$ cat src/rtl/pnst_sqdiv.sv
// Restoring divider for a 128-bit dividend by a 64-bit divisor, one bit per cycle.
// Depends on nothing beyond the clock and reset; the quotient must fit 64 bits.
`timescale 1ns / 1ps
`default_nettype none

module pnst_sqdiv (
    input  wire logic         clk,
    input  wire logic         rst_n,
    input  wire logic         start,
    input  wire logic [127:0] dividend,
    input  wire logic [63:0]  divisor,
    output logic              done,
    output logic [63:0]       quotient
);
    logic         busy_reg;
    logic         done_reg;
    logic [6:0]   count_reg;
    logic [127:0] dvd_reg;
    logic [63:0]  den_reg;
    logic [63:0]  rem_reg;
    logic [63:0]  q_reg;
    logic [63:0]  shifted;

    assign shifted = {rem_reg[62:0], dvd_reg[127]};

    always_ff @(posedge clk or negedge rst_n)
    begin
        if (!rst_n)
        begin
            busy_reg  <= 1'b0;
            done_reg  <= 1'b0;
            count_reg <= '0;
        end
        else
        begin
            done_reg <= 1'b0;
            if (start)
            begin
                busy_reg  <= 1'b1;
                count_reg <= '0;
            end
            else if (busy_reg)
            begin
                count_reg <= count_reg + 7'd1;
                if (count_reg == 7'd127)
                begin
                    busy_reg <= 1'b0;
                    done_reg <= 1'b1;
                end
            end
        end
    end

    always_ff @(posedge clk)
    begin
        if (start)
        begin
            dvd_reg <= dividend;
            den_reg <= divisor;
            rem_reg <= 64'd0;
            q_reg   <= 64'd0;
        end
        else if (busy_reg)
        begin
            dvd_reg <= dvd_reg << 1;
            if (shifted >= den_reg)
            begin
                rem_reg <= shifted - den_reg;
                q_reg   <= {q_reg[62:0], 1'b1};
            end
            else
            begin
                rem_reg <= shifted;
                q_reg   <= {q_reg[62:0], 1'b0};
            end
        end
    end

    assign done     = done_reg;
    assign quotient = q_reg;

endmodule

`default_nettype wire

$ cat config.mk
export PLATFORM = sky130hd
export DESIGN_NAME = pnst_sqdiv
export DESIGN_NICKNAME = d
export VERILOG_FILES = /design/src/rtl/pnst_sqdiv.sv
export SDC_FILE = /design/constraint.sdc
export NUM_CORES = 1
export LEC_CHECK = 0
export BUFFER_PORTS_ARGS = -buffer_cell sky130_fd_sc_hd__buf_2
export CAP_MARGIN = 20
export CELL_PAD_IN_SITES_DETAIL_PLACEMENT = 0
export CELL_PAD_IN_SITES_GLOBAL_PLACEMENT = 1
export CORE_ASPECT_RATIO = 0.6
export CORE_MARGIN = 2
export CORE_UTILIZATION = 45
export CTS_CLUSTER_DIAMETER = 40
export CTS_CLUSTER_SIZE = 8
export DETAILED_ROUTE_END_ITERATION = 8
export PLACE_DENSITY_LB_ADDON = 0.1
export REMOVE_ABC_BUFFERS = 1
export SYNTH_ARGS = -nofsm -noshare
export SYNTH_HDL_FRONTEND = slang
export SYNTH_SLANG_ARGS = --single-unit
$ cat constraint.sdc
create_clock -name clk -period 4.3 [get_ports clk]
set_input_delay 0.645 -clock clk [delete_from_list [all_inputs] [get_ports clk]]
set_output_delay 0.645 -clock clk [all_outputs]
set_load 0.005 [all_outputs]
==> flow_summary.yaml, run 1 <==
yosys:
  synth_edf_count: 192
  ys_ff_latch: 328
  yosys.area.top_type_share: 0.349
  synth.distinct_cells: 72
  synth_cells: 1524
  async_flop_share: 0.0274
  synth_area_um2: 16500
  syn_area_per_cell_um2: 10.9
  yosys_warnings: 0
  synth_area_leaders: "edfxtp_1 35%, dfxtp_1 15%, mux2_2 8.6%"
  ys.flop_type: "edfxtp_1"
  synth_top_area_cell: "edfxtp_1"
  seq_area_frac_synth: 0.516
cts:
  cts_buffers: 52
  clk_latency_ps: 570
  cts_root_buf: "clkbuf_16"
  cts.reportedPaths.clkPinSlew_ps: 50
  postCtsSetupBuffers: 0
  clock_sinks: 328
  clk_path_buf_depth: 3
  post_cts_resized: 0
  htreeDepth: 2
  cts_tree: "yes"
  cts_hold_buf: 1
routing:
  vias: 12034
  ant_nets: 0
  vias_per_cell: 5.24
  drc: 0
  drt-total-wl_um: 40400
  dr.pass1.iters: 5
  drt_iter0_drc: 789
  wl_per_cell_um: 17.6
sta:
  maxSlewHeadroom: 0.357
  worstMarginPinSlew_ps: 965
  period_needed_ps: 3680
  setup_viol: 0
  grt_setup_unrepaired: "false"
  hold_viol: 0
  fmax_mhz: 272
  period_share: 0.856
  final_max_slew_viol_count: 0
  fin_skew_ps: 21.7
  timing.final.ws_setup_ps: 619
floorplan:
  core_um2: 36300
  rows: 54
  die_h_um: 153
  start_util: 0.456
  dieArea_um2: 38400
  die_w_um: 252
  io_pins: 260
global_routing:
  met2_usage: 0.287
  grt_util_met1: 0.315
  grt_max_degree: 94
  grt_pass1_vias: 11813
  track_usage: 0.209
  grt_pass1_wl_um: 64400
  top_usage_layer: "met1"
  met3_usage: 0.0695
  antenna_found_initial: 17
  overflow: 0
power_and_ir_drop:
  ir_drop_v: 0.000375
  power_density_nw_per_um2: 398
  p_leak_nw: 8.84
worst_setup_path:
  path_max_fanout: 64
  worstSetupPathType: "reg -> reg"
  arrival_ps: 4070
  start_kind: "register"
  end_kind: "register"
  critPathRequiredTime_ps: 4680
min_path:
  holdCritPathClass: "in -> reg"
place:
  placedCellCount: 2192
  place_congestion: 0.919
  dp_slack_ps: 607
  numPortBuffers: 259
  hpwl_um: 29000
cells_and_area:
  largest_register_ffs: 128
  areaGrowthSynthToFinish_pct: 20.3
  drive_above_1_share: 0.273
  nets: 2033
  final_cells: 2297
  fillers: 3233
run:
  maxCapViolCount: 0
outcome:
  status: "finished clean"
## cells in the final DEF, fill, tap and decap left out, types with 10 or more instances in the layout
| master | count |
|---|---|
| nand4_1 | 25 |
| diode_2 | 11 |
| nand2_1 | 91 |
| clkbuf_1 | 27 |
| buf_4 | 11 |
| o21ai_0 | 46 |
| edfxtp_1 | 192 |
| mux2_2 | 127 |
| xor2_1 | 33 |
| dfxtp_1 | 127 |
| mux2i_1 | 72 |
| nor2_1 | 175 |
| ha_1 | 65 |
| nor2b_1 | 10 |
| o21bai_1 | 11 |
| a22oi_1 | 13 |
| o21ai_1 | 31 |
| clkbuf_16 | 52 |
| inv_1 | 79 |
| xnor2_1 | 29 |
| nor3_1 | 11 |
| buf_2 | 258 |
| a21o_1 | 22 |
| a211oi_1 | 26 |
| o211ai_1 | 23 |
| a21oi_1 | 107 |
## cell usage after synthesis, types with 23 or more instances
| cell type | instances |
|---|---|
| nand4_1 | 25 |
| dfxtp_1 | 127 |
| a211oi_1 | 26 |
| ha_1 | 65 |
| xor2_1 | 33 |
| a21oi_1 | 107 |
| mux2i_1 | 72 |
| o21ai_1 | 31 |
| o211ai_1 | 23 |
| nand2_1 | 91 |
| edfxtp_1 | 192 |
| mux2_2 | 127 |
| o21ai_0 | 46 |
| nor2_1 | 176 |
| inv_1 | 80 |
| clkbuf_1 | 59 |
| xnor2_1 | 29 |
## metal layers
layer | vias up | routed length [um]
met5 | - | 62
met4 | 10 | 595
met3 | 65 | 3140
met2 | 277 | 15800
met1 | 5637 | 20700
li1 | 6045 | -
## cells by family (layout without fill, tap and decap cells)
| logic type | Yosys count | after routing | share of synthesized area |
|---|---|---|---|
| mux | 200 | 200 | 0.131 |
| buf+inv | 162 | 448 | 0.0389 |
| xor+xnor | 62 | 62 | 0.0328 |
| flops | 328 | 328 | 0.516 |
| simple gates | 362 | 362 | 0.0961 |
| other cells | 0 | 11 | 0 |
| compound gates | 344 | 344 | 0.135 |
| fa+ha+maj | 66 | 66 | 0.0504 |
## area by class of cell
cell class	count	area [um^2]	area share
Clock inverter	12	138	0.00692
Antenna cell	11	27.5	0.00138
Sequential cell	328	8540	0.429
Clock buffer	80	1420	0.0712
Tap cell	476	596	0.0299
Multi-Input combinational cell	1034	7370	0.371
Timing Repair Buffer	276	1510	0.0757
Inverter	80	303	0.0152
## power breakdown
part / leakage [nW] / switching [W] / internal (W)
clock: 0.743 / 0.00144 / 0.00232
sequential: 3.13 / 0.0000538 / 0.00354
combinational: 4.97 / 0.000299 / 0.000278
total: 8.84 / 0.00179 / 0.00614
## critical path: stages (launching register included)
cell and delay [ps]:
edfxtp_1 370, inv_1 70, ha_1 180, fa_1 220, nand2b_1 150, a211o_1 180
a21oi_1 70, nor2b_1 400, o311ai_4 180, a211oi_1 330, o21a_4 680, buf_4 360
nor2_1 70, a21oi_1 140, a211oi_1 100
## stage by stage
step / area, um^2 / TNS (ps) / util / hold WS [ps] / total power (W)
2_1_floorplan: 16200 / -516770 / - / 349 / 0.00398
3_3_place_gp: 18300 / 0 / 0.504 / 466 / 0.00421
3_5_place_dp: 18300 / 0 / 0.504 / 469 / 0.00422
4_1_cts: 19800 / 0 / 0.547 / 218 / 0.00804
5_1_grt: 19900 / 0 / 0.548 / 218 / 0.00827
6_report: 19900 / 0 / 0.548 / 246 / 0.00793
## path summary, 6_finish.rpt
| path | end | startpoint | cells past startpoint | slack, ps |
|---|---|---|---|---|
| worst max register to register | rem_reg[7] | dvd_reg[127] | 14 | 620 |
| worst min register to register | rem_reg[31] | rem_reg[31] | 2 | 480 |
| max in group asynchronous | busy_reg | rst_n | 2 | 3610 |
| worst max-delay path | rem_reg[7] | dvd_reg[127] | 14 | 620 |
| worst min-delay path | den_reg[25] | divisor[25] | 1 | 250 |
| min in group asynchronous | count_reg[1] | rst_n | 2 | 490 |
Power figures use the tool's default switching activity.
==> run 2, diff against run 1 <==
- CORE_MARGIN: 2 -> default
==> run 2 against run 1 <==
Wire length up 2.4%; non-clock buffer count down 3; first-iteration DRC count up 20%; critical path type unchanged; cell count down 0.57%; power up 0.64%; die area down 2.1%; largest power group unchanged; flip-flop and latch count unchanged; combinational power down 0.9%.
==> flow_summary.yaml, run 2 (synthesis gave the netlist of run 1 again) <==
place:
  placedCellCount: 2181
  place_congestion: 0.880
  hpwl_um: 29700
  placed_cell_area_um2: 18200
  numPortBuffers: 259
cts:
  cts_buffers: 51
  htreeDepth: 2
  cts.reportedPaths.clkPinSlew_ps: 60
  clock_sinks: 328
  cts_root_buf: "clkbuf_16"
  clk_path_buf_depth: 3
  clk_latency_ps: 580
  cts_tree: "yes"
worst_setup_path:
  arrival_ps: 4250
  end_kind: "register"
  path_max_fanout: 38
  critPathRequiredTime_ps: 4780
  start_kind: "register"
  worstSetupPathType: "reg -> reg"
floorplan:
  rows: 53
  die_w_um: 250
  core_um2: 35600
  start_util: 0.464
  dieArea_um2: 37600
  io_pins: 260
  die_h_um: 151
global_routing:
  grt_max_degree: 111
  antenna_found_initial: 18
  overflow: 0
  grt_pass1_vias: 11735
  grt_pass1_wl_um: 64700
  track_usage: 0.217
power_and_ir_drop:
  power_density_nw_per_um2: 402
  p_leak_nw: 8.81
  ir_drop_v: 0.000305
cells_and_area:
  final_cells: 2284
  largest_register_ffs: 128
  stdcell_area_um2: 19800
  final_common_cell: "buf_2"
  nets: 2029
  drive_above_1_share: 0.269
  areaGrowthSynthToFinish_pct: 19.9
  final_cell_mix: "258 x buf_2, 192 x edfxtp_1, 176 x nor2_1, 127 x mux2_2, 127 x dfxtp_1"
routing:
  wl_per_cell_um: 18.1
  drt-total-wl_um: 41300
  vias_per_cell: 5.32
  drt_iter0_drc: 950
  ant_nets: 0
  dr.pass1.iters: 5
  vias: 12147
  drc: 0
run:
  maxCapViolCount: 0
sta:
  maxSlewHeadroom: 0.422
  hold_viol: 0
  grt_setup_unrepaired: "false"
  setup_viol: 0
  period_needed_ps: 3780
  fin_skew_ps: 23.4
  fmax_mhz: 265
  worstMarginPinSlew_ps: 867
  fin_setup_tns_ps: 0
  period_share: 0.878
  final_max_slew_viol_count: 0
min_path:
  holdCritPathClass: "in -> reg"
outcome:
  status: "finished clean"
==> run 2: changes by cell type in the layout (fill, tap and decap cells not counted), sizes merged <==
cell | before | now
clkinvlp | 2 | 1
bufinv | 1 | 2
clkbuf | 80 | 82
clkinv | 8 | 5
buf | 275 | 272
==> run 2: critical path, cell delays in order, from the launching register on <==
cell and delay, ps:
edfxtp_1 380, inv_1 70, ha_1 170, fa_1 200, nand2b_1 140, a211o_1 190
a21oi_1 80, nor2b_1 390, o311ai_4 180, a211oi_1 390, o21a_4 520, nor2b_1 540
buf_4 270, a22oi_1 80, o31ai_1 70
==> run 2: final cells by class <==
type | count | area [um^2]
Tap cell | 467 | 584
Sequential cell | 328 | 8540
Clock buffer | 82 | 1420
Antenna cell | 11 | 27.5
Timing Repair Buffer | 273 | 1440
Multi-Input combinational cell | 1034 | 7370
Fill cell | 3168 | 15800
Clock inverter | 9 | 148
Inverter | 80 | 303
==> run 2: what timing repair did <==
action                                 4_1_cts  5_1_grt
gates resized for setup                      0        0
buffers inserted                             0        0
endpoints found under the hold margin        9        0
hold buffers                                 1        0
==> run 2: per-layer routing <==
metal	vias up	routed length, um	global-route usage
li1	6046	-	-
met1	5725	21300	0.331
met2	315	16400	0.298
met3	51	3040	0.0667
met4	10	518	0.0441
met5	-	58	0
==> run 2: power by group <==
| group | internal, W | switching, W | total (W) |
|---|---|---|---|
| clock network | 0.00238 | 0.00143 | 0.00381 |
| logic | 0.000274 | 0.000298 | 0.000572 |
| registers | 0.00354 | 0.0000549 | 0.00359 |
==> run 2: final timing paths <==
path,slack (ps),cells past startpoint,from,endpoint
worst max-delay path,520,14,dvd_reg[127],rem_reg[47]
worst min-delay path,240,1,divisor[37],den_reg[37]
worst max register to register,520,14,dvd_reg[127],rem_reg[47]
worst min register to register,480,2,rem_reg[31],rem_reg[31]
max in group asynchronous,3590,2,rst_n,busy_reg
min in group asynchronous,490,2,rst_n,count_reg[4]
==> run 2: per-stage QoR <==
stage                     setup slack, ps  total power [W]  hold slack (ps)   util
after CTS                             534          0.00807              214  0.556
after detailed placement              546          0.00422              464  0.512
after global placement                718          0.00421              463  0.512
after global routing                  307          0.00829              224  0.557
after floorplan                     -3870          0.00398              349      -
final                                 524          0.00798              240  0.557
