==> config.mk <==
export PLATFORM = sky130hd
export DESIGN_NAME = pnst_sqrt
export DESIGN_NICKNAME = d
export VERILOG_FILES = /design/src/rtl/pnst_sqrt.sv
export SDC_FILE = /design/constraint.sdc
export NUM_CORES = 1
export LEC_CHECK = 0
export BUFFER_PORTS_ARGS = -buffer_cell sky130_fd_sc_hd__buf_4
export CAP_MARGIN = 20
export CORE_ASPECT_RATIO = 1.4
export CORE_MARGIN = 1
export CORE_UTILIZATION = 35
export CTS_BUF_LIST = sky130_fd_sc_hd__clkbuf_16
export CTS_CLUSTER_DIAMETER = 80
export CTS_CLUSTER_SIZE = 8
export DETAILED_ROUTE_END_ITERATION = 10
export PLACE_DENSITY = 0.48
export SKIP_LAST_GASP = 1
export SYNTH_ARGS = -nofsm -noshare
export SYNTH_HDL_FRONTEND = slang
export SYNTH_SLANG_ARGS = --single-unit
==> constraint.sdc <==
create_clock -name clk -period 10.2 [get_ports clk]
set_input_delay 1.02 -clock clk [delete_from_list [all_inputs] [get_ports clk]]
set_output_delay 1.02 -clock clk [all_outputs]
set_load 0.005 [all_outputs]
==> src/rtl/pnst_sqrt.sv <==
// Iterative integer square root, one result bit per cycle.
// Depends on nothing beyond the clock and reset.
`timescale 1ns / 1ps
`default_nettype none

module pnst_sqrt (
    input  wire logic        clk,
    input  wire logic        rst_n,
    input  wire logic        start,
    input  wire logic [63:0] value,
    output logic             done,
    output logic [31:0]      root
);
    logic        busy_reg;
    logic        done_reg;
    logic [63:0] rem_reg;
    logic [63:0] res_reg;
    logic [63:0] bit_reg;
    logic [63:0] trial;

    assign trial = res_reg + bit_reg;

    always_ff @(posedge clk or negedge rst_n)
    begin
        if (!rst_n)
        begin
            busy_reg <= 1'b0;
            done_reg <= 1'b0;
        end
        else
        begin
            done_reg <= 1'b0;
            if (start)
            begin
                busy_reg <= 1'b1;
            end
            else if (busy_reg && bit_reg == 64'd1)
            begin
                busy_reg <= 1'b0;
                done_reg <= 1'b1;
            end
        end
    end

    always_ff @(posedge clk)
    begin
        if (start)
        begin
            rem_reg <= value;
            res_reg <= 64'd0;
            bit_reg <= 64'd1 << 62;
        end
        else if (busy_reg)
        begin
            if (rem_reg >= trial)
            begin
                rem_reg <= rem_reg - trial;
                res_reg <= (res_reg >> 1) + bit_reg;
            end
            else
            begin
                res_reg <= res_reg >> 1;
            end
            bit_reg <= bit_reg >> 2;
        end
    end

    assign done = done_reg;
    assign root = res_reg[31:0];

endmodule

`default_nettype wire

==> results of run 1 <==
[routing by layer]
| layer | track usage (%) | share of wire [%] | vias up |
|---|---|---|---|
| met2 | 43.6 | 54 | 277 |
| met1 | 24.2 | 40 | 6623 |
| li1 | - | - | 6957 |
| met3 | 3.27 | 2.9 | 84 |
| met4 | 10.6 | 4.1 | 0 |
| met5 | 0 | 0 | - |
[layout by cell type (no fill, tap or decap), types with 26 or more instances in the layout]
master    count
dfxtp_1      96
nand2_1     218
a211oi_1     27
a21oi_1     135
nand3_1      26
xor2_1       76
edfxtp_1     64
ha_1        130
mux2i_1      45
nor2_1      177
nand4_1      47
a21o_1       57
o21bai_1     35
a31oi_1      62
buf_4       108
o21ai_0     177
xnor2_1      81
[stage by stage]
stage                     power (mW)  utilization (%)
after global routing            4.11             38.9
after global placement          3.18             37.6
after CTS                       3.83             38.9
final                           3.81             38.9
after detailed placement        3.18             37.6
after floorplan                 2.63                -
[power breakdown]
group	total, mW	switching [mW]	leakage (nW)	internal, mW
logic	2.17	1.35	4.91	0.821
registers	1.00	0.101	1.47	0.900
clock network	0.636	0.318	0.269	0.318
total	3.81	1.77	6.64	2.04
[logic make-up after synthesis]
family	Yosys count	synth area share, %
AOI/OAI and AO/OA	636	27.1
xor gates and xnor gates	157	9.17
adders and majority gates	131	11.0
buffers and inverters	157	5.05
DFF	162	26.0
muxes	52	3.53
and+or+nand+nor	597	18.2
[layout make-up]
cell class / count / share of cell area (%)
well taps: 546 / 4.16
clock buffers: 17 / 2.59
clock inverters: 15 / 0.778
repair buffers: 109 / 5.01
inverters: 23 / 0.526
multi-input cells: 1573 / 63.2
flip-flops and latches: 162 / 23.7
[worst min-delay path by stage]
stage,startpoint,end,slack (ns),cells after the start
floorplan,res_reg[63],res_reg[63],0.48,2
global placement,res_reg[0],res_reg[0],0.52,2
detailed placement,res_reg[0],res_reg[0],0.53,2
CTS,rst_n,busy_reg,0.29,1
global route,rst_n,busy_reg,0.29,1
finish,rst_n,busy_reg,0.31,1
[critical path: stages (launching register included)]
cell	delay, ns
dfxtp_1	0.37
ha_1	0.35
a31oi_1	0.16
o21bai_1	0.57
a21oi_1	0.24
o31ai_1	0.46
nand4_1	0.19
nand3_1	0.13
a21boi_0	0.13
o21ai_0	0.38
a31oi_1	0.16
xor2_1	0.18
ha_1	0.42
nand2_1	0.17
or4_1	0.56
nor4_1	0.53
nor3_1	0.12
a2111oi_2	0.55
a211oi_4	0.07
buf_4	0.29
o21bai_4	0.80
buf_4	0.60
==> impl_metrics.env, run 1 <==
export IMPL_antenna_cells=0
export IMPL_dp_cells=2413
export IMPL_clk_insertion_delay_late_ns=0.48
export IMPL_drive_gt1_share_pct=9.64
export IMPL_synth_sequential_area_ratio_pct=26.0
export IMPL_ctsResizeCount=0
export IMPL_ys_async_sr_fraction_pct=1.23
export IMPL_ioPinCount=100
export IMPL_ys_dominant_reg_cell="dfxtp_1"
export IMPL_die_area_mm2=0.0437
export IMPL_timing_max_cap_violations=0
export IMPL_clock_root_buffer="clkbuf_16"
export IMPL_power_density_mw_per_mm2=232
export IMPL_finalClockSkew_ns=0.0110
export IMPL_cts_tree="done"
export IMPL_routabilityCongestion=0.896
export IMPL_timing_reg2reg_worst_path_depth=21
export IMPL_synthTopCellsByArea="dfxtp_1, edfxtp_1, ha_1"
export IMPL_worst_min_delay_path_category="input pin to asynchronous set/reset pin"
export IMPL_yosysWarnings=0
export IMPL_tns_ns=0
export IMPL_postSynthRegisterBits=162
export IMPL_critical_register_to_register_path_startpoint="res_reg[2]"
export IMPL_htree_num_levels=4
export IMPL_drc_errors=0
export IMPL_avgRoutedWirePerCell_um=20.2
export IMPL_grt_util_all_layers_pct=22.8
export IMPL_drtIter0Drc=649
export IMPL_cp_end_kind="flop"
export IMPL_antenna_found_initial=0
export IMPL_route_detailed_vias_per_inst=5.70
export IMPL_instance_count_of_the_mapped_netlist=1892
export IMPL_hold_violations=0
export IMPL_critPathRequiredTime_ns=10.31
export IMPL_whs_ns=0.308
export IMPL_post_route_wl_um=49300
export IMPL_regToRegEndpoint="rem_reg[60]"
export IMPL_grt_setup_unrepaired="false"
export IMPL_worst_setup_path_startpoint="res_reg[2]"
export IMPL_fillCellCount=4383
export IMPL_num_rows=89
export IMPL_final_antenna_net_count=0
export IMPL_cp_start_kind="flop"
export IMPL_status="completed"
export IMPL_vias=13900
export IMPL_critPathArrivalTime_ns=8.02
export IMPL_final_net_count=2084
export IMPL_layout_min_cycle_time_ns=7.90
export IMPL_cts_sinks=162
export IMPL_slew_violations=0
export IMPL_ff2ff_setup_slack_ns=2.30
export IMPL_postLayoutCellArea_mm2=0.0164
export IMPL_worstPathMaxFanout=45
export IMPL_seq_area_mm2=0.00390
export IMPL_leakagePower_nw=6.64
export IMPL_deepest_clock_path_buffer_count=2
export IMPL_synth_area_mm2=0.0150
export IMPL_first_global_vias=13700
export IMPL_final_cells=2445
export IMPL_worstMarginPinSlew_ns=0.961
export IMPL_finalSetupViolations=0
export IMPL_post_synth_num_cell_types=80
export IMPL_criticalPathCategory="flop to flop"
export IMPL_tritoncts_num_buffers=17
export IMPL_initial_standard_cell_utilization_of_the_core_pct=35.5
export IMPL_post_synth_cell_area_avg_um2=7.93
export IMPL_post_place_instance_area_mm2=0.0159
export IMPL_vdd_drop_max_mv=0.137
export IMPL_clock_fmax_ghz=0.127
export IMPL_multi_input_comb_area_mm2=0.0104
export IMPL_crit_path_capture="rem_reg[60]"
export IMPL_setup_slack_ns=2.30
export IMPL_portion_of_the_clock_cycle_consumed_by_the_worst_path_in_the_final_layout_pct=77.5
export IMPL_syn_num_nets=2090
export IMPL_gr_total_overflow=0
export IMPL_grt_pass1_wl_um=76300
export IMPL_floorplan_die_width_um=177
export IMPL_post_cts_repair_setup_buffers=0
export IMPL_slew_headroom_pct=35.8
export IMPL_count_of_flip_flops_with_a_built_in_enable_after_synthesis=64
export IMPL_port_buffer_cells=99
export IMPL_post_synth_top_count_cell="nand2_1"
export IMPL_synth_cells_most_frequent="nand2_1, nor2_1, o21ai_0, a21oi_1, ha_1"
export IMPL_yosysTopAreaCellShare_pct=12.8
export IMPL_clkTransAtPathRegs_ns=0.07
export IMPL_floorplan_core_area_mm2=0.0422
export IMPL_drt_pass1_iter_count=5
export IMPL_dp_worst_setup_slack_ns=2.22
export IMPL_area_growth_syn_to_layout_pct=9.40
export IMPL_library_cell_occupying_the_most_area_in_the_post_synthesis_netlist="dfxtp_1"
export IMPL_detailed_placement_wirelength_estimate_um=38500
export IMPL_maximum_number_of_pins_on_one_net_before_global_route_repair=86
export IMPL_holdBufCountCts=0
export IMPL_die_height_um=247
(Power assumes the default switching activity.)
==> run 2, diff against run 1 <==
Clock period 10.2 ns to 7.3 ns, I/O delays scaled along.
==> run 2 against run 1 <==
Critical endpoint is now res_reg[62]. Sequential share of layout area decreased by 0.27 points. Total power increased by 43%. Worst hold slack got worse by 0.28 ns. Count of clock-buffer cells in the layout increased by 2. Largest power group unchanged. Via count increased by 0.42%. Routed wire length decreased by 0.28%. Core utilization increased by 0.45 points. Highest routed layer unchanged. Non-clock buffer count increased by 15.
==> impl_metrics.env, run 2 (synthesis results as in run 1) <==
export IMPL_series_of_cell_instances_along_the_critical_path="ha_1 > a31oi_1 > o21bai_1 > a21oi_1 > o31ai_1 > nand4_1 > nand3_1 > a21boi_0 > o21ai_0 > a31oi_1 > xor2_1 > ha_1 > nand2_1 > or4_1 > nor4_1 > nor3_1 > a2111oi_2 > a211oi_4 > buf_4 > o31a_1 > or3_1 > o311ai_0"
export IMPL_ctsResizeCount=0
export IMPL_critical_path_max_stage_delay_ns=0.59
export IMPL_routabilityCongestion=0.918
export IMPL_dp_worst_setup_slack_ns=0.660
export IMPL_finalClockSkew_ns=0.00926
export IMPL_drt_pass1_iter_count=7
export IMPL_num_rows=89
export IMPL_floorplan_die_width_um=177
export IMPL_finalSetupViolations=0
export IMPL_drc_errors=0
export IMPL_final_net_count=2099
export IMPL_grt_util_all_layers_pct=22.8
export IMPL_portion_of_the_clock_cycle_consumed_by_the_worst_path_in_the_final_layout_pct=93.0
export IMPL_initial_standard_cell_utilization_of_the_core_pct=35.5
export IMPL_worst_min_delay_path_category="input pin to asynchronous set/reset pin"
export IMPL_drive_gt1_share_pct=10.2
export IMPL_hold_violations=0
export IMPL_deepest_clock_path_buffer_count=2
export IMPL_regToRegEndpoint="res_reg[62]"
export IMPL_comb_power_share_pct=56.8
export IMPL_holdBufCountCts=0
export IMPL_avgRoutedWirePerCell_um=20.0
export IMPL_fillCellCount=4396
export IMPL_slew_violations=0
export IMPL_power_density_mw_per_mm2=328
export IMPL_clk_insertion_delay_late_ns=0.47
export IMPL_seqPwrFrac_pct=25.6
export IMPL_criticalPathCategory="flop to flop"
export IMPL_detailed_placement_wirelength_estimate_um=38900
export IMPL_vias=14000
export IMPL_floorplan_core_area_mm2=0.0422
export IMPL_status="completed"
export IMPL_mostFrequentLayoutCells="nand2_1, nor2_1, o21ai_0, a21oi_1, ha_1"
export IMPL_multi_input_comb_area_mm2=0.0104
export IMPL_die_area_mm2=0.0437
export IMPL_vdd_drop_max_mv=0.225
export IMPL_grt_pass1_wl_um=76100
export IMPL_p_switching_mw=2.46
export IMPL_htree_num_levels=4
export IMPL_cp_end_kind="flop"
export IMPL_slew_headroom_pct=32.4
export IMPL_cp_start_kind="flop"
export IMPL_cts_sinks=162
export IMPL_tns_ns=0
export IMPL_route_detailed_vias_per_inst=5.69
export IMPL_final_antenna_net_count=0
export IMPL_worstPathMaxFanout=14
export IMPL_gr_total_overflow=0
export IMPL_clock_fmax_ghz=0.147
export IMPL_post_route_wl_um=49200
export IMPL_area_growth_syn_to_layout_pct=10.7
export IMPL_power_internal_mw=2.99
export IMPL_cts_tree="done"
export IMPL_timing_max_cap_violations=0
export IMPL_antenna_found_initial=1
export IMPL_seq_area_mm2=0.00390
export IMPL_worstMarginPinSlew_ns=1.01
export IMPL_power_frac_clock_pct=17.6
export IMPL_clkTransAtPathRegs_ns=0.07
export IMPL_cp_slowest_cell="nor4_1"
export IMPL_post_cts_repair_setup_buffers=0
export IMPL_timing_reg2reg_worst_path_depth=22
export IMPL_clock_root_buffer="clkbuf_16"
export IMPL_die_height_um=247
export IMPL_port_buffer_cells=99
export IMPL_maximum_number_of_pins_on_one_net_before_global_route_repair=97
export IMPL_drtIter0Drc=683
export IMPL_critPathArrivalTime_ns=7.15
export IMPL_critPathRequiredTime_ns=7.66
export IMPL_path_delay_family="compound AO/OA/AOI/OAI gates"
export IMPL_whs_ns=0.0263
export IMPL_grt_setup_unrepaired="false"
export IMPL_setup_slack_ns=0.512
export IMPL_layout_min_cycle_time_ns=6.79
export IMPL_final_common_cell="nand2_1"
export IMPL_first_global_vias=13800
export IMPL_ioPinCount=100
export IMPL_ff2ff_setup_slack_ns=0.51
export IMPL_critical_register_to_register_path_startpoint="res_reg[2]"
export IMPL_leakagePower_nw=6.77
export IMPL_swShare_pct=45.1
export IMPL_critPathBufInv=1
export IMPL_tritoncts_num_buffers=17
[run 2: cell count changes in the layout (fill, tap and decap cells not counted), sizes merged]
cell and change:
buf +15, bufinv +2, clkbuf +2, clkinv -2
clkinvlp -2, diode +1
[run 2: routing by layer]
| metal | vias up | wire (um) | GRT usage [%] |
|---|---|---|---|
| met1 | 6636 | 18600 | 23.1 |
| li1 | 6995 | - | - |
| met4 | 0 | 2760 | 14.4 |
| met2 | 264 | 26100 | 43.0 |
| met3 | 105 | 1680 | 3.52 |
| met5 | - | 0 | 0 |
[run 2: layout make-up]
cell class                 instances  share of cell area (%)
clock inverter                    13                   0.776
multi-input combinational       1573                    62.5
antenna                            1                  0.0151
tap                              546                    4.11
clock buffer                      19                    2.86
inverter                          23                   0.520
sequential                       162                    23.5
timing repair buffer             124                    5.78
[run 2: worst max path at each step]
stage	start	end	slack [ns]	cells past startpoint
2_1_floorplan	res_reg[2]	rem_reg[0]	0.43	21
3_5_place_dp	res_reg[8]	res_reg[62]	0.66	22
4_1_cts	res_reg[2]	res_reg[62]	0.59	22
5_1_grt	res_reg[2]	res_reg[5]	0.05	21
3_3_place_gp	res_reg[6]	res_reg[62]	0.82	22
6_report	res_reg[2]	res_reg[62]	0.51	22
[run 2: worst reg2reg max path, cell delays in order (launching register included)]
cell	delay, ns
dfxtp_1	0.38
ha_1	0.36
a31oi_1	0.16
o21bai_1	0.40
a21oi_1	0.21
o31ai_1	0.43
nand4_1	0.19
nand3_1	0.15
a21boi_0	0.14
o21ai_0	0.35
a31oi_1	0.16
xor2_1	0.16
ha_1	0.41
nand2_1	0.16
or4_1	0.55
nor4_1	0.59
nor3_1	0.13
a2111oi_2	0.59
a211oi_4	0.24
buf_4	0.28
o31a_1	0.28
or3_1	0.31
o311ai_0	0.08
[run 2: power by group through the flow]
| stage | Clock (mW) | Combinational, mW | Sequential [mW] |
|---|---|---|---|
| floorplan | 0 | 2.33 | 1.34 |
| global placement | 0 | 3.08 | 1.42 |
| detailed placement | 0 | 3.08 | 1.41 |
| CTS | 0.988 | 3.10 | 1.40 |
| global route | 1.02 | 3.42 | 1.41 |
| finish | 0.961 | 3.09 | 1.39 |
[run 2: through the flow]
| stage | instances | utilization [%] | instance area (um^2) | total power, mW |
|---|---|---|---|---|
| 6_report | 2461 | 39.3 | 16600 | 5.45 |
| 3_3_place_gp | 2428 | 37.9 | 16000 | 4.50 |
| 2_1_floorplan | 1892 | - | 15000 | 3.67 |
| 5_1_grt | 2460 | 39.3 | 16600 | 5.85 |
| 3_5_place_dp | 2428 | 37.9 | 16000 | 4.50 |
| 4_1_cts | 2460 | 39.3 | 16600 | 5.49 |
